`src/hw/rtl/wsdf_pkg.sv`:
```
// Shared types for the WebSocket frame deframer.
// Defines the queue entry passed from the header parser to the output stage.
// No dependencies.
package wsdf_pkg;

    // One result word as it travels through the queue, still masked.
    typedef struct packed {
        logic [7:0] raw_byte;
        logic [7:0] key_byte;
        logic [3:0] opcode;
        logic       fin;
        logic       first;
        logic       last;
        logic       empty;
    } t_entry;

    localparam logic [6:0] LEN7_EXT16 = 7'd126;
    localparam logic [6:0] LEN7_EXT64 = 7'd127;

endpackage

```
`src/hw/rtl/websocket_frame_deframer.sv`:
```
// WebSocket (RFC 6455) receive-side frame deframer, top level.
// Instantiates wsdf_front, wsdf_queue and wsdf_back; uses wsdf_pkg.
//
// Usage:
//   The slave stream s_axis takes the received byte stream, one byte per
//   word. Header, extended-length and mask-key bytes are consumed without
//   output. Each payload byte leaves on m_axis unmasked, tagged with the
//   frame's opcode and FIN bit, first_of_frame on the first byte and tlast
//   on the last one. A frame with zero payload gives one marker word with
//   payload 0 and first, last and empty all set.
//   Throughput: one byte per cycle while the queue has room, set by the
//   parser's state update and 64-bit length countdown. A payload byte
//   accepted at a clock edge is written to the queue at that edge and is
//   then loaded into the output register and presented on m_axis.
//   A stalled receiver fills the output register and then the queue of
//   QUEUE_DEPTH words; s_axis_tready drops only when the queue is full.
//   Reset (i_rst_n low, synchronous) returns the parser to waiting for a
//   first header byte and empties the queue and output register.
module websocket_frame_deframer #(
    parameter int QUEUE_DEPTH = 4
) (
    input  logic       i_clk,
    input  logic       i_rst_n,
    input  logic       s_axis_tvalid,
    output logic       s_axis_tready,
    input  logic [7:0] s_axis_tdata,   // [7:0] rx_byte
    output logic       m_axis_tvalid,
    input  logic       m_axis_tready,
    output logic [7:0] m_axis_tdata,   // [7:0] payload_byte
    output logic       m_axis_tlast,   // last_of_frame
    output logic [6:0] m_axis_tuser    // [3:0] frame_opcode, [4] final_fragment,
                                       // [5] first_of_frame, [6] empty_frame
);
    import wsdf_pkg::*;

    logic   q_ready, q_push, q_valid, q_pop;
    t_entry push_entry, head_entry;

    wsdf_front u_front (
        .i_clk         (i_clk),
        .i_rst_n       (i_rst_n),
        .s_axis_tvalid (s_axis_tvalid),
        .s_axis_tready (s_axis_tready),
        .s_axis_tdata  (s_axis_tdata),
        .i_q_ready     (q_ready),
        .o_q_push      (q_push),
        .o_q_entry     (push_entry)
    );

    wsdf_queue #(
        .DEPTH (QUEUE_DEPTH)
    ) u_queue (
        .i_clk   (i_clk),
        .i_rst_n (i_rst_n),
        .i_push  (q_push),
        .i_entry (push_entry),
        .o_ready (q_ready),
        .i_pop   (q_pop),
        .o_valid (q_valid),
        .o_entry (head_entry)
    );

    wsdf_back u_back (
        .i_clk         (i_clk),
        .i_rst_n       (i_rst_n),
        .i_q_valid     (q_valid),
        .i_q_entry     (head_entry),
        .o_q_pop       (q_pop),
        .m_axis_tvalid (m_axis_tvalid),
        .m_axis_tready (m_axis_tready),
        .m_axis_tdata  (m_axis_tdata),
        .m_axis_tlast  (m_axis_tlast),
        .m_axis_tuser  (m_axis_tuser)
    );

endmodule

```
`src/hw/rtl/wsdf_front.sv`:
```
// Header parser of the WebSocket frame deframer: takes one byte per word,
// tracks the frame header and pushes one tagged result per payload byte
// and one marker word per empty frame. Depends on wsdf_pkg.
module wsdf_front (
    input  logic                i_clk,
    input  logic                i_rst_n,
    input  logic                s_axis_tvalid,
    output logic                s_axis_tready,
    input  logic [7:0]          s_axis_tdata,
    input  logic                i_q_ready,
    output logic                o_q_push,
    output wsdf_pkg::t_entry    o_q_entry
);
    import wsdf_pkg::*;

    localparam logic [2:0] PH_HDR0    = 3'd0;
    localparam logic [2:0] PH_HDR1    = 3'd1;
    localparam logic [2:0] PH_EXTLEN  = 3'd2;
    localparam logic [2:0] PH_MASK    = 3'd3;
    localparam logic [2:0] PH_PAYLOAD = 3'd4;

    logic [2:0]  r_phase,   n_phase;
    logic [3:0]  r_opcode,  n_opcode;
    logic        r_fin,     n_fin;
    logic        r_mask,    n_mask;
    logic [31:0] r_key,     n_key;
    logic [2:0]  r_cnt,     n_cnt;
    logic [63:0] r_rem,     n_rem;
    logic [1:0]  r_pidx,    n_pidx;
    logic        r_first,   n_first;

    logic        accept;
    logic [7:0]  b;
    logic [6:0]  len7;
    logic        hdr_done;
    logic [63:0] rem_chk;
    logic [7:0]  key_sel;

    assign s_axis_tready = i_q_ready;
    assign accept        = s_axis_tvalid && i_q_ready;
    assign b             = s_axis_tdata;
    assign len7          = b[6:0];

    // Key byte for the next payload byte, first key byte in bits 31..24.
    always_comb begin
        case (r_pidx)
            2'd0:    key_sel = r_key[31:24];
            2'd1:    key_sel = r_key[23:16];
            2'd2:    key_sel = r_key[15:8];
            default: key_sel = r_key[7:0];
        endcase
    end

    always_comb begin
        n_phase  = r_phase;
        n_opcode = r_opcode;
        n_fin    = r_fin;
        n_mask   = r_mask;
        n_key    = r_key;
        n_cnt    = r_cnt;
        n_rem    = r_rem;
        n_pidx   = r_pidx;
        n_first  = r_first;
        hdr_done = 1'b0;
        rem_chk  = r_rem;
        o_q_push = 1'b0;
        o_q_entry.raw_byte = b;
        o_q_entry.key_byte = r_mask ? key_sel : 8'd0;
        o_q_entry.opcode   = r_opcode;
        o_q_entry.fin      = r_fin;
        o_q_entry.first    = r_first;
        o_q_entry.last     = (r_rem == 64'd1);
        o_q_entry.empty    = 1'b0;

        if (accept) begin
            case (r_phase)
                PH_HDR1: begin
                    n_mask = b[7];
                    n_key  = 32'd0;
                    n_rem  = 64'd0;
                    if (len7 == LEN7_EXT16) begin
                        n_cnt   = 3'd1;
                        n_phase = PH_EXTLEN;
                    end else if (len7 == LEN7_EXT64) begin
                        n_cnt   = 3'd7;
                        n_phase = PH_EXTLEN;
                    end else begin
                        n_rem = {57'd0, len7};
                        if (b[7]) begin
                            n_cnt   = 3'd3;
                            n_phase = PH_MASK;
                        end else begin
                            hdr_done = 1'b1;
                            rem_chk  = {57'd0, len7};
                        end
                    end
                end
                PH_EXTLEN: begin
                    n_rem = {r_rem[55:0], b};
                    if (r_cnt != 3'd0) begin
                        n_cnt = r_cnt - 3'd1;
                    end else if (r_mask) begin
                        n_cnt   = 3'd3;
                        n_phase = PH_MASK;
                    end else begin
                        hdr_done = 1'b1;
                        rem_chk  = {r_rem[55:0], b};
                    end
                end
                PH_MASK: begin
                    n_key = {r_key[23:0], b};
                    if (r_cnt != 3'd0) begin
                        n_cnt = r_cnt - 3'd1;
                    end else begin
                        hdr_done = 1'b1;
                        rem_chk  = r_rem;
                    end
                end
                PH_PAYLOAD: begin
                    o_q_push = 1'b1;
                    n_pidx   = r_pidx + 2'd1;
                    n_rem    = r_rem - 64'd1;
                    n_first  = 1'b0;
                    if (r_rem == 64'd1) begin
                        n_phase = PH_HDR0;
                    end
                end
                default: begin
                    n_fin    = b[7];
                    n_opcode = b[3:0];
                    n_phase  = PH_HDR1;
                end
            endcase

            // Header complete: emit the empty-frame marker or start payload.
            if (hdr_done) begin
                if (rem_chk == 64'd0) begin
                    o_q_push           = 1'b1;
                    o_q_entry.raw_byte = 8'd0;
                    o_q_entry.key_byte = 8'd0;
                    o_q_entry.first    = 1'b1;
                    o_q_entry.last     = 1'b1;
                    o_q_entry.empty    = 1'b1;
                    n_first            = 1'b0;
                    n_phase            = PH_HDR0;
                end else begin
                    n_pidx  = 2'd0;
                    n_first = 1'b1;
                    n_phase = PH_PAYLOAD;
                end
            end
        end
    end

    always_ff @(posedge i_clk) begin
        if (!i_rst_n) begin
            r_phase  <= PH_HDR0;
            r_opcode <= 4'd0;
            r_fin    <= 1'b0;
            r_mask   <= 1'b0;
            r_key    <= 32'd0;
            r_cnt    <= 3'd0;
            r_rem    <= 64'd0;
            r_pidx   <= 2'd0;
            r_first  <= 1'b0;
        end else begin
            r_phase  <= n_phase;
            r_opcode <= n_opcode;
            r_fin    <= n_fin;
            r_mask   <= n_mask;
            r_key    <= n_key;
            r_cnt    <= n_cnt;
            r_rem    <= n_rem;
            r_pidx   <= n_pidx;
            r_first  <= n_first;
        end
    end

endmodule

```
`src/hw/rtl/wsdf_queue.sv`:
```
// Short FIFO of parsed result words between parser and output stage.
// Depends on wsdf_pkg for the entry type.
module wsdf_queue #(
    parameter int DEPTH = 4
) (
    input  logic                i_clk,
    input  logic                i_rst_n,
    input  logic                i_push,
    input  wsdf_pkg::t_entry    i_entry,
    output logic                o_ready,
    input  logic                i_pop,
    output logic                o_valid,
    output wsdf_pkg::t_entry    o_entry
);
    import wsdf_pkg::*;

    localparam int PW = (DEPTH > 1) ? $clog2(DEPTH) : 1;
    localparam int CW = $clog2(DEPTH + 1);
    localparam logic [PW-1:0] LAST_PTR = PW'(DEPTH - 1);
    localparam logic [CW-1:0] FULL_CNT = CW'(DEPTH);

    t_entry          r_mem [DEPTH];
    logic [PW-1:0]   r_wr_ptr, r_rd_ptr;
    logic [CW-1:0]   r_count;
    logic            do_push, do_pop;

    assign o_ready = (r_count != FULL_CNT);
    assign o_valid = (r_count != '0);
    assign o_entry = r_mem[r_rd_ptr];
    assign do_push = i_push && o_ready;
    assign do_pop  = i_pop && o_valid;

    always_ff @(posedge i_clk) begin
        if (do_push) begin
            r_mem[r_wr_ptr] <= i_entry;
        end
    end

    always_ff @(posedge i_clk) begin
        if (!i_rst_n) begin
            r_wr_ptr <= '0;
            r_rd_ptr <= '0;
            r_count  <= '0;
        end else begin
            if (do_push) begin
                r_wr_ptr <= (r_wr_ptr == LAST_PTR) ? '0 : r_wr_ptr + PW'(1);
            end
            if (do_pop) begin
                r_rd_ptr <= (r_rd_ptr == LAST_PTR) ? '0 : r_rd_ptr + PW'(1);
            end
            if (do_push && !do_pop) begin
                r_count <= r_count + CW'(1);
            end else if (do_pop && !do_push) begin
                r_count <= r_count - CW'(1);
            end
        end
    end

endmodule

```
`src/hw/rtl/wsdf_back.sv`:
```
// Output stage of the WebSocket frame deframer: unmasks queued words and
// holds them in an output register for the downstream stream.
// Depends on wsdf_pkg.
module wsdf_back (
    input  logic                i_clk,
    input  logic                i_rst_n,
    input  logic                i_q_valid,
    input  wsdf_pkg::t_entry    i_q_entry,
    output logic                o_q_pop,
    output logic                m_axis_tvalid,
    input  logic                m_axis_tready,
    output logic [7:0]          m_axis_tdata,  // [7:0] payload_byte
    output logic                m_axis_tlast,  // last_of_frame
    output logic [6:0]          m_axis_tuser   // [3:0] frame_opcode, [4] final_fragment,
                                               // [5] first_of_frame, [6] empty_frame
);
    import wsdf_pkg::*;

    logic       r_valid;
    logic [7:0] r_data;
    logic       r_last;
    logic [6:0] r_user;
    logic       load;

    // Refill the output register when empty or when its word is taken.
    assign load    = i_q_valid && (!r_valid || m_axis_tready);
    assign o_q_pop = load;

    always_ff @(posedge i_clk) begin
        if (!i_rst_n) begin
            r_valid <= 1'b0;
        end else if (load) begin
            r_valid <= 1'b1;
        end else if (m_axis_tready) begin
            r_valid <= 1'b0;
        end
    end

    always_ff @(posedge i_clk) begin
        if (load) begin
            r_data <= i_q_entry.raw_byte ^ i_q_entry.key_byte;
            r_last <= i_q_entry.last;
            r_user <= {i_q_entry.empty, i_q_entry.first, i_q_entry.fin, i_q_entry.opcode};
        end
    end

    assign m_axis_tvalid = r_valid;
    assign m_axis_tdata  = r_data;
    assign m_axis_tlast  = r_last;
    assign m_axis_tuser  = r_user;

endmodule

```
`config.mk`:
```
export PLATFORM = sky130hd
export DESIGN_NAME = websocket_frame_deframer
export DESIGN_NICKNAME = d
export VERILOG_FILES = /design/src/hw/rtl/wsdf_pkg.sv /design/src/hw/rtl/websocket_frame_deframer.sv /design/src/hw/rtl/wsdf_front.sv /design/src/hw/rtl/wsdf_queue.sv /design/src/hw/rtl/wsdf_back.sv
export SDC_FILE = /design/constraint.sdc
export NUM_CORES = 1
export LEC_CHECK = 0
export BUFFER_PORTS_ARGS = -buffer_cell sky130_fd_sc_hd__buf_2
export CORE_ASPECT_RATIO = 1.75
export CORE_MARGIN = 2
export CORE_UTILIZATION = 25
export CTS_BUF_LIST = sky130_fd_sc_hd__clkbuf_16
export CTS_CLUSTER_SIZE = 20
export DETAILED_ROUTE_END_ITERATION = 7
export PLACE_DENSITY = 0.39
export SLEW_MARGIN = 10
export SYNTH_ARGS = -nofsm -noshare
export SYNTH_HDL_FRONTEND = slang
export SYNTH_SLANG_ARGS = --single-unit
export TNS_END_PERCENT = 1
```
`constraint.sdc`:
```
create_clock -name i_clk -period 4.8 [get_ports i_clk]
set_input_delay 0.24 -clock i_clk [delete_from_list [all_inputs] [get_ports i_clk]]
set_output_delay 0.24 -clock i_clk [all_outputs]
set_load 0.05 [all_outputs]
```
Yosys cells after proc, flatten, opt, wreduce, memory -nomap -nowiden. Memory sizes are Yosys's and may differ from the RTL's. A register that Yosys moved wholly into a read port is not among the register bits. Cells that the tools add are included.

Add/subtract/negate cells: 7. Equal/unequal tests: 20. Mux-type cells: 61. Bitwise gates (word level): 2. Reduce and logical (&&, ||, !) cells: 28.

Operators with widths (count): two-way mux 64 bit (7); one-hot mux 64 bit (3 select lines) (1); one-hot mux 64 bit (2 select lines) (1); == test 64 x 1 -> 1 bit, second input constant (1); logical NOT 64 bit (1); one-hot mux 32 bit (2 select lines) (1); subtractor 64 x 1 -> 64 bit, second input constant (1); two-way mux 3 bit (17); two-way mux 16 bit (3); one-hot mux 8 bit (3 select lines) (1); two-way mux 1 bit (18); == test 7 bit, second input constant (2); two-way mux 2 bit (7); one-hot mux 3 bit (4 select lines) (1); nonzero test 3 bit (4); AND reduction 2 bit (5); != test 3 x 1 -> 1 bit, second input constant (3); one-hot mux 3 bit (3 select lines) (1); two-way mux 8 bit (1); nonzero test 2 bit (4); bitwise XOR 8 bit (1); two-way mux 7 bit (1); adder 2 x 1 -> 2 bit, second input constant (3); == test 2 bit, second input constant (3); other kinds (19) (30).

Bits in registers: 135. RAM bits: 96. Input bits: 12. Output and inout port bits: 18. Logic and storage cells: 135. Memories: 1.

Memories: u_queue.r_mem (words 4, width 24, read ports 1, clocked after memory_dff 1, wr ports 1, RTL line wsdf_queue.sv:22) `t_entry r_mem [DEPTH];`.

Longest topological paths before layout. Gate-level depths: netlist of the first run.

Depth in word-level cells: 14. Depth in mapped cells: 16. Depth with buffers taken out: 15.

By module. A second synthesis of the first run with hierarchy kept.

Cell total of the unflattened synthesis: 1122. Area total of the unflattened synthesis: 11365.9 um2.

By module, submodules not included: wsdf_front (instances 1, cells each 917, area an instance 6819.0 um2, seq. area each 2222.1 um2); wsdf_queue (instances 1, cells each 177, area an instance 3948.8 um2, seq. area each 3062.9 um2); wsdf_back (instances 1, cells each 28, area an instance 598.1 um2, seq. area each 500.5 um2).

Least setup slack after synthesis of the first run. No wires, ideal clock.

Kind: reg-to-reg. Start point: reg u_front.r_rem[27]. End point: reg u_queue.r_count[2]. Setup time: 71 ps. Arrival time: 4199 ps. Required time: 4729 ps. Path slack: 530 ps. Cell stages (with the launch flop): 15. Path buffers: 2. Clock period less this slack: 4270 ps. Cell sequence: dfxtp_1 -> or4_4 -> or4_1 -> buf_2 -> or4_4 -> o31a_1 -> nor4_4 -> or2_1 -> buf_4 -> ha_1 -> inv_1 -> fa_1 -> xor2_1 -> or3_1 -> a21oi_1.

Word-level cells in the longest chain between the ends: 13. Elaborated cells on any way between the ends: 17. Those cells by class: mux: 11; reduce/logical: 6.

RTL lines: start: declaration (RTL line wsdf_front.sv:28) `logic [63:0] r_rem, n_rem;`; start signal: assignment (RTL line wsdf_front.sv:173) `r_rem <= n_rem;`; two-way mux 64 bit (RTL line wsdf_front.sv:89) `if (b[7]) begin`; two-way mux 64 bit (RTL line wsdf_front.sv:84) `end else if (len7 == LEN7_EXT64) begin`; two-way mux 64 bit (RTL line wsdf_front.sv:81) `if (len7 == LEN7_EXT16) begin`; one-hot mux 64 bit (2 select lines) * (RTL line wsdf_front.sv:76) `case (r_phase)`; two-way mux 64 bit * (RTL line wsdf_front.sv:75) `if (accept) begin`; logical NOT 64 bit * (RTL line wsdf_front.sv:137) `if (rem_chk == 64'd0) begin`; two-way mux 1 bit * (RTL line wsdf_front.sv:137); two-way mux 1 bit * (RTL line wsdf_front.sv:136) `if (hdr_done) begin`; two-way mux 1 bit * (RTL line wsdf_front.sv:75); logical AND 1 bit * (RTL line wsdf_queue.sv:30) `assign do_push = i_push && o_ready;`; via u_queue.do_push (RTL line wsdf_queue.sv:25) `logic do_push, do_pop;`; logical NOT 1 bit (RTL line wsdf_queue.sv:53) `end else if (do_pop && !do_push) begin`; logical AND 1 bit (RTL line wsdf_queue.sv:53); nonzero test 2 bit (no line); end signal: assignment (RTL line wsdf_queue.sv:52) `r_count <= r_count + CW'(1);`; end signal: assignment (RTL line wsdf_queue.sv:54) `r_count <= r_count - CW'(1);`; end: declaration (RTL line wsdf_queue.sv:24) `logic [CW-1:0] r_count;`.

The timed path passes the listed nets; every way through them passes the cells marked *. The select of a mux whose other input is x is not followed. A chain may end at the register's enable or synchronous reset.

Worst setup path in the final report of the first run.
Start point: reg u_front.r_rem[27]. End point: reg u_queue.r_count[2].

Word-level cells in the longest chain between the ends: 13. Elaborated cells on any way between the ends: 17. Those cells by class: mux: 11; reduce/logical: 6.

RTL lines (RTL line): two-way mux 64 bit (wsdf_front.sv:89); two-way mux 64 bit (wsdf_front.sv:84); two-way mux 64 bit (wsdf_front.sv:81); one-hot mux 64 bit (2 select lines) * (wsdf_front.sv:76); two-way mux 64 bit * (wsdf_front.sv:75); logical NOT 64 bit * (wsdf_front.sv:137); two-way mux 1 bit * (wsdf_front.sv:137); two-way mux 1 bit * (wsdf_front.sv:136); two-way mux 1 bit * (wsdf_front.sv:75); logical AND 1 bit * (wsdf_queue.sv:30); logical NOT 1 bit (wsdf_queue.sv:53); logical AND 1 bit (wsdf_queue.sv:53); nonzero test 2 bit (no line).

Mark *: on every way between the ends. The rest lies on a longest branch, timed or not. The select of a mux whose other input is x is not followed.

==> results of run 1 <==
## critical path, stage by stage (launching register included)
cell and delay [ps]:
dfxtp_1 370, or4_4 560, or4_1 530, or4_4 590, o31a_1 360, nor4_4 340
or2_1 270, ha_1 230, inv_1 70, fa_1 420, xor2_1 160, or3_1 300
a21oi_1 140
## flip-flops by register name, indices dropped and copies added, names as in the netlist, named ones only
register and count:
u_front.r_key 32, u_queue.r_mem 96, u_front.r_opcode 4, u_front.r_phase 3, u_queue.r_count 3, u_back.m_axis_tvalid 1
u_front.r_cnt 3, u_back.m_axis_tlast 1, u_front.r_first 1, u_queue.r_rd_ptr 2, u_front.r_pidx 2, u_front.r_fin 1
u_back.m_axis_tdata 8, u_front.r_mask 1, u_queue.r_wr_ptr 2, u_front.r_rem 64, u_back.m_axis_tuser 7
## routing by layer
metal  GRT usage [%]  vias to the layer above  wire [µm]  share of wire, %
met1            15.4                     4141      12200                38
met2            28.2                      196      18100                56
met4            4.56                        0        899               2.8
met3            1.46                       50       1040               3.2
met5               0                        -          0                 0
li1                -                     4051          -                 -
## per-stage QoR
stage / cell area, µm² / setup WS (ps)
floorplan: 10900 / 530
global route: 12500 / 90.2
detailed placement: 11700 / 375
finish: 12500 / 378
global placement: 11700 / 384
CTS: 12500 / 342
## area by class of cell
class                           instances  area share (%)
Multi-Input combinational cell        753            38.1
Tap cell                              566            5.64
Clock inverter                         20            1.45
Clock buffer                           25            4.99
Sequential cell                       233            46.1
Inverter                               22           0.668
Timing Repair Buffer                   58            3.01
## logic make-up after synthesis
| group | Yosys count |
|---|---|
| mux | 26 |
| simple gates | 386 |
| fa+ha+maj | 16 |
| xor+xnor | 42 |
| buf+inv | 94 |
| flops | 233 |
| compound gates | 283 |
## power groups by stage
stage	clock network, µW	logic [µW]	registers [µW]
4_1_cts	2000	3090	2590
2_1_floorplan	0	1890	2810
5_1_grt	2070	3330	2620
6_report	1930	3040	2580
3_5_place_dp	0	3080	2630
3_3_place_gp	0	3100	2630
## final timing paths
| check | start | slack [ps] | end |
|---|---|---|---|
| min | s_axis_tdata[7] | 60 | u_front.r_key[7] |
| max | u_front.r_rem[27] | 380 | u_queue.r_count[2] |
| min reg2reg | u_front.r_cnt[1] | 460 | u_front.r_cnt[1] |
| max reg2reg | u_front.r_rem[27] | 380 | u_queue.r_count[2] |
## synth_stat cells (all sizes together), types with 4 or more instances
| library cell | count |
|---|---|
| nand4 | 7 |
| o211ai | 6 |
| dfxtp | 121 |
| o22ai | 8 |
| edfxtp | 112 |
| inv | 21 |
| a2bb2oi | 4 |
| mux4 | 16 |
| o21a | 6 |
| buf | 10 |
| nor2 | 141 |
| a211oi | 5 |
| nor3 | 37 |
| a31oi | 16 |
| and3 | 4 |
| nand3 | 25 |
| o31ai | 9 |
| a222oi | 8 |
| a32oi | 4 |
| and2 | 16 |
| a21oi | 79 |
| ha | 15 |
| o21ai | 58 |
| nor4 | 23 |
| nand2 | 69 |
| or4 | 15 |
| a22oi | 45 |
| xor2 | 39 |
| or2 | 5 |
| mux2i | 10 |
| clkbuf | 62 |
| nor2b | 8 |
| or3 | 14 |
| nor3b | 5 |
| nand2b | 11 |
| a221oi | 4 |
## repair_timing
action,in CTS,in global routing
hold buffers,1,0
resized for setup,0,0
hold endpoints to repair,1,0
==> impl_metrics.toml, run 1 <==
[clock_network]
cts_sinks = 233
clock-root-buffer = "clkbuf_16"
cts_max_path_buffers = 3
tritoncts = "done"
path_clk_slew_ps = 70
h-tree-depth = 1
cts_setup_buffers = 0
worstSkewPairLatency_ps = 540
tritoncts.num_buffers = 25

[placed_design]
portBuffers = 29
hpwl_mm = 21.8
globalplace.congestion = 0.795
dpl.cell_count = 1631

[global_route]
grt_start_max_net_pins = 66
grt_pass1_vias = 8461
gr-usage-all-layers_pct = 14.2
grt_pass1_wl_mm = 50.4
initial_antenna_violation_count = 0
overflow = 0

[synthesis]
yosys_register_bits = 233
syn_nets = 1108
synth_area_per_cell_um2 = 10.1
share_of_the_synthesized_area_in_the_top_cell_type_pct = 30.9
yosys_warnings = 0
post_synth_main_area_contributors = "edfxtp_1 (31%), dfxtp_1 (22%), nor2_1 (4.9%), a21oi_1 (3.6%), mux4_2 (3.3%)"
synthAdderAreaFrac_pct = 1.91
synth_cell_type_count = 68
synth_compound_area_share_pct = 16.8
synth_top_area_cell = "edfxtp_1"
asyncSetResetFlopFracSynth_pct = 0
synth_sequential_area_ratio_pct = 53.1
largest_family_of_logic_cells_by_synthesized_area = "simple AND/OR/NAND/NOR gates"
cell_count_after_synthesis = 1080
yosys.area_share.xor_xnor_pct = 3.38
synth-edff-count = 112
yosys-mux-area-fraction_pct = 4.22
synth_flop_cell = "dfxtp_1"
fraction_of_the_mapped_netlist_area_in_simple_logic_gates_pct = 17.3
netlist_area_mm2 = 0.0109

[timing]
finClkSkew_ps = 32.0
slew_violations = 0
fin_crit_ps = 4420
period_utilisation_layout_pct = 92.1
timing_hold_violations_final = 0
setup_repair_after_global_routing_missed_its_margin = "false"
setup_viol = 0
final.hold.worst_slack_ps = 58.5
max_freq_ghz = 0.226
finalSetupTns_ps = 0
timing_worst_slew_pin_value_ps = 1100
worst_slew_slack_as_a_fraction_of_its_limit_pct = 26.1

[drt]
routedWlPerCell_um = 19.2
detail_route.iter0.violations = 634
drcViolationCount = 0
via_per_inst = 5.03
detail_route_antenna_nets = 0
length_of_the_first_detailed_routing_pass_in_iterations = 6
totalWireLength_mm = 32.2
routed-via-count = 8438

[worst_setup_path]
critPathKind = "flip-flop to flip-flop"
timing.critical_path.to_type = "flip-flop"
required_time_of_the_critical_path_ps = 5260
worst-r2r-cell-count = 12
timing.critical_path.fanout_max = 7
cp.arrival_ps = 4880
timing.critical_path.from_type = "flip-flop"

[hold_path]
worst_hold_path.num_cells = 3
min_path_type = "input pin to flip-flop"

[floorplanning]
pin_count = 30
fp.dieH_um = 280
core_area_mm2 = 0.0432
chipWidth_um = 162
core.rowCount = 101
floorplan.die_area_mm2 = 0.0453
initial_core_util_pct = 25.2

[finish]
post_layout_nonfiller_instances = 1677
seq_area_mm2 = 0.00579
multiInputGateArea_mm2 = 0.00478
area_delta_synth_final_pct = 15.1
final_layout_size_suffix_gt1_share_pct = 11.5
final_util_pct = 29.0
fillCellCount = 4638
antenna_cells_inserted = 0
final_nets = 1121
final_cell_mix = "nor2_1 (139), dfxtp_1 (121), edfxtp_1 (112)"
layout_commonest_cell = "nor2_1"

[power_and_ir_drop]
power.density_cell_area_mw_per_mm2 = 602
netSwitchingPower_uw = 3070
power.combinational.fraction_pct = 40.3
power.share.switching_pct = 40.7
clock_power_share_pct = 25.5
power.leakage_uw = 0.00432
p_total_uw = 7550
sequential_power_share_pct = 34.2
p_int_uw = 4480
worst_ir_drop_vdd_v = 0.000270

[status]
outcome = "complete, no violations"

[flow_run]
max_cap_viol_count = 0
Power figures use the tool's default switching activity.
==> run 2: changes to the inputs <==
--- a/config.mk
+++ b/config.mk
@@ -12,9 +12,10 @@
 export CTS_BUF_LIST = sky130_fd_sc_hd__clkbuf_16
 export CTS_CLUSTER_SIZE = 20
 export DETAILED_ROUTE_END_ITERATION = 7
+export MAX_ROUTING_LAYER = met4
 export PLACE_DENSITY = 0.39
 export SLEW_MARGIN = 10
 export SYNTH_ARGS = -nofsm -noshare
 export SYNTH_HDL_FRONTEND = slang
 export SYNTH_SLANG_ARGS = --single-unit
-export TNS_END_PERCENT = 1
+export TNS_END_PERCENT = 10
==> impl_metrics.toml, run 2 (synthesis gave the netlist of run 1 again) <==
[timing]
max_freq_ghz = 0.226
final.hold.worst_slack_ps = 60.2
worst_slew_slack_as_a_fraction_of_its_limit_pct = 27.3
slew_violations = 0
period_utilisation_layout_pct = 92.2
timing_hold_violations_final = 0
setup_viol = 0
finClkSkew_ps = 33.8
timing_worst_slew_pin_value_ps = 1090
finalSetupTns_ps = 0
setup_repair_after_global_routing_missed_its_margin = "false"
worst_slack_ps = 376
fin_crit_ps = 4420

[global_route]
grt_start_max_net_pins = 66
gr-usage-all-layers_pct = 14.6
most_crowded_layer_after_global_routing = "met2"
initial_antenna_violation_count = 0
grt_pass1_vias = 8445
met2_usage_pct = 28.2
grt_util_met1_pct = 15.4
grt_pass1_wl_mm = 50.4
met3_usage_pct = 1.46
overflow = 0

[worst_setup_path]
timing.critical_path.fanout_max = 7
rrSetupSlack_ps = 380
crit_path_max_incr_delay_ps = 590
crit_path_frequent_cell = "or4_4"
critPathKind = "flip-flop to flip-flop"
timing.critical_path.to_type = "flip-flop"
timing.critical_path.from_type = "flip-flop"
cp_slowest_cell = "or4_4"
path_cells = "or4_4 -> or4_1 -> or4_4 -> o31a_1 -> nor4_4 -> or2_1 -> ha_1 -> inv_1 -> fa_1 -> xor2_1 -> or3_1 -> a21oi_1"
cp.arrival_ps = 4880
required_time_of_the_critical_path_ps = 5260

[hold_path]
min_path_type = "input pin to flip-flop"

[floorplanning]
pin_count = 30
floorplan.die_area_mm2 = 0.0453
initial_core_util_pct = 25.2
core.rowCount = 101
core_area_mm2 = 0.0432
chipWidth_um = 162
fp.dieH_um = 280

[placed_design]
portBuffers = 29
placement.setup.worst_slack_ps = 375
globalplace.congestion = 0.808
hpwl_mm = 21.8

[clock_network]
cts_resized = 0
clock-root-buffer = "clkbuf_16"
tritoncts.num_buffers = 25
worstSkewPairLatency_ps = 540
cts_max_path_buffers = 3
cts_setup_buffers = 0
path_clk_slew_ps = 70
tritoncts = "done"
cts_hold_buf = 1
h-tree-depth = 1
cts_sinks = 233

[drt]
length_of_the_first_detailed_routing_pass_in_iterations = 5
drcViolationCount = 0
via_per_inst = 4.99
detail_route.iter0.violations = 585
totalWireLength_mm = 32.2
routed-via-count = 8364
routedWlPerCell_um = 19.2
detail_route_antenna_nets = 0

[finish]
final_util_pct = 29.0
largest_registers = "u_queue.r_mem: 96 flops, u_front.r_rem: 64 flops, u_front.r_key: 32 flops"
final_nets = 1121
final_cell_mix = "nor2_1 (139), dfxtp_1 (121), edfxtp_1 (112)"
layout_commonest_cell = "nor2_1"
multiInputGateArea_mm2 = 0.00478
registers.top_by_ff_count = "u_queue.r_mem"
area_delta_synth_final_pct = 15.1
largest_register_ff_count = 96
final_layout_size_suffix_gt1_share_pct = 11.5
fillCellCount = 4638
seq_area_mm2 = 0.00579
antenna_cells_inserted = 0

[power_and_ir_drop]
worst_ir_drop_vdd_v = 0.000268
p_total_uw = 7550
power.density_cell_area_mw_per_mm2 = 602
power.leakage_uw = 0.00432

[status]
outcome = "complete, no violations"

[flow_run]
max_cap_viol_count = 0
run 2: metrics by stage:
step,std cells,area (µm²)
CTS,1677,12500
global route,1677,12500
finish,1677,12500
global placement,1631,11700
floorplan,1080,10900
detailed placement,1631,11700
run 2: critical path: cells and delay by family (launching register included):
kind / cells / cell delay, ps
XOR/XNOR: 1 / 160
flip-flops: 1 / 370
adder cells (fa/ha/maj): 2 / 650
AO/OA/AOI/OAI: 2 / 500
buffers and inverters: 1 / 70
AND/OR/NAND/NOR: 6 / 2590
run 2: path summary, 6_finish.rpt:
check,from,endpoint,depth (start not counted)
max,u_front.r_rem[27],u_queue.r_count[2],12
min,s_axis_tdata[7],u_front.r_key[7],3
max reg2reg,u_front.r_rem[27],u_queue.r_count[2],12
min reg2reg,u_front.r_cnt[1],u_front.r_cnt[1],2
run 2: where the power goes:
part	total [µW]	internal [µW]	switching [µW]	leakage [µW]
combinational	3040	980	2060	0.00190
sequential	2580	2390	194	0.00202
clock	1930	1110	821	0.000402
total	7550	4480	3070	0.00432
run 2: per-layer routing:
metal / share of wire (%) / vias to the layer above
li1: - / 4056
met1: 38 / 4102
met2: 56 / 153
met3: 2.7 / 53
met4: 2.8 / 0
met5: 0 / -
run 2: final cells by class:
class	count	area share [%]
clock buffers	25	4.99
clock inverters	20	1.45
inverters	22	0.668
multi-input cells	753	38.1
flip-flops and latches	233	46.1
well taps	566	5.64
repair buffers	58	3.01
==> run 3: changes to the inputs <==
--- a/config.mk
+++ b/config.mk
@@ -12,6 +12,7 @@
 export CTS_BUF_LIST = sky130_fd_sc_hd__clkbuf_16
 export CTS_CLUSTER_SIZE = 20
 export DETAILED_ROUTE_END_ITERATION = 7
+export GPL_TIMING_DRIVEN = 0
 export MAX_ROUTING_LAYER = met4
 export PLACE_DENSITY = 0.39
 export SLEW_MARGIN = 10
==> impl_metrics.toml, run 3 (synthesis gave the netlist of run 1 again) <==
[hold_path]
min_path_type = "input pin to flip-flop"

[floorplanning]
chipWidth_um = 162
core_area_mm2 = 0.0432
fp.dieH_um = 280
core.rowCount = 101
initial_core_util_pct = 25.2
pin_count = 30
floorplan.die_area_mm2 = 0.0453

[placed_design]
dpl.cell_count = 1674
hpwl_mm = 28.8
globalplace.congestion = 0.889
portBuffers = 28

[finish]
area_delta_synth_final_pct = 16.0
final_layout_size_suffix_gt1_share_pct = 9.26
largest_register_ff_count = 96
layout_commonest_cell = "nor2_1"
final_nets = 1165
antenna_cells_inserted = 0
final_cell_mix = "nor2_1 (141), dfxtp_1 (121), edfxtp_1 (112)"
registers.top_by_ff_count = "u_queue.r_mem"
multiInputGateArea_mm2 = 0.00479
seq_area_mm2 = 0.00579
post_layout_nonfiller_instances = 1721
fillCellCount = 4571
largest_registers = "u_queue.r_mem: 96 flops, u_front.r_rem: 64 flops, u_front.r_key: 32 flops"

[drt]
detail_route_antenna_nets = 0
via_per_inst = 5.20
detail_route.iter0.violations = 774
routed-via-count = 8957
length_of_the_first_detailed_routing_pass_in_iterations = 5
drcViolationCount = 0
totalWireLength_mm = 38.9
routedWlPerCell_um = 22.6

[power_and_ir_drop]
power.density_cell_area_mw_per_mm2 = 611
p_total_uw = 7730
power.leakage_uw = 0.00430
worst_ir_drop_vdd_v = 0.000266

[timing]
setup_viol = 0
period_utilisation_layout_pct = 95.0
worst_slew_slack_as_a_fraction_of_its_limit_pct = 14.6
fin_crit_ps = 4560
max_freq_ghz = 0.219
setup_repair_after_global_routing_missed_its_margin = "false"
timing_hold_violations_final = 0
timing_worst_slew_pin_value_ps = 1270
slew_violations = 0
finClkSkew_ps = 10.6

[global_route]
grt_pass1_wl_mm = 57.7
initial_antenna_violation_count = 0
overflow = 0
gr-usage-all-layers_pct = 17.5
grt_start_max_net_pins = 25
grt_pass1_vias = 9214

[clock_network]
cts_max_path_buffers = 3
tritoncts.num_buffers = 24
cts_sinks = 233
clock-root-buffer = "clkbuf_16"
h-tree-depth = 1
worstSkewPairLatency_ps = 540
tritoncts = "done"
path_clk_slew_ps = 70

[worst_setup_path]
timing.critical_path.fanout_max = 7
timing.critical_path.from_type = "flip-flop"
timing.critical_path.to_type = "flip-flop"
critPathKind = "flip-flop to flip-flop"
rrSetupSlack_ps = 240
required_time_of_the_critical_path_ps = 5260
cp.arrival_ps = 5020

[flow_run]
max_cap_viol_count = 0

[status]
outcome = "complete, no violations"
==> run 3: changes by cell type in the layout (fill, tap and decap cells not counted), moves of 2 or more <==
cell,previous run,this run
and2_1,14,9
and2_2,0,4
buf_1,0,6
buf_4,27,4
clkbuf_1,0,62
clkinv_1,4,6
inv_1,26,22
inv_6,0,2
nor2_1,139,141
nor4_1,21,19
==> run 3: metrics by stage <==
| stage | area (µm²) | setup slack [ps] | utilization, % | hold WS (ps) | TNS, ps |
|---|---|---|---|---|---|
| 2_1_floorplan | 10900 | 530 | - | 384 | 0 |
| 3_3_place_gp | 11700 | -729 | 27.2 | 449 | -65410 |
| 3_5_place_dp | 11800 | -196 | 27.2 | 465 | -196 |
| 4_1_cts | 12600 | 231 | 29.3 | 29.0 | 0 |
| 5_1_grt | 12600 | 11.8 | 29.3 | 64.0 | 0 |
| 6_report | 12600 | 241 | 29.3 | 60.7 | 0 |
==> run 3: worst paths after layout <==
path,startpoint,endpoint,cells after the start
setup / recovery,u_front.r_rem[27],u_queue.r_count[2],15
hold / removal,s_axis_tdata[7],u_front.r_key[7],3
setup reg to reg,u_front.r_rem[27],u_queue.r_count[2],15
hold reg to reg,u_front.r_cnt[1],u_front.r_cnt[1],2
==> run 3: timing repair <==
item	4_1_cts	5_1_grt
hold buffers	1	0
buffers inserted	2	0
endpoints found under the hold margin	1	0
resized for setup	2	0
endpoints found under the setup margin	1	0
==> run 3: final cells by class <==
cell class | count | share of cell area [%]
well taps | 566 | 5.60
plain buffers | 72 | 2.22
flip-flops and latches | 233 | 45.7
inverters | 22 | 0.653
multi-input cells | 753 | 37.9
clock buffers | 25 | 4.95
clock inverters | 19 | 1.63
repair buffers | 31 | 1.31
==> run 3: where the power goes <==
group          leakage [µW]  internal [µW]  total (µW)  switching (µW)
logic               0.00187            926        3190            2260
clock network      0.000403           1170        2000             836
registers           0.00202           2390        2540             153
total               0.00430           4480        7730            3250
==> run 3: routing by layer <==
metal | GRT usage (%) | part of all wire, %
met5 | - | 0
met4 | 10.6 | 6.8
met3 | 2.29 | 4.2
met2 | 34.5 | 56
met1 | 15.3 | 33
==> run 3: critical path: stages, from the launching register on <==
cell	delay, ps
dfxtp_1	390
or4_4	560
or4_1	460
buf_2	180
or4_4	570
o31a_1	360
nor4_4	270
buf_4	170
or2_1	90
buf_4	140
ha_1	180
inv_1	70
fa_1	430
xor2_1	160
or3_1	300
a21oi_1	140
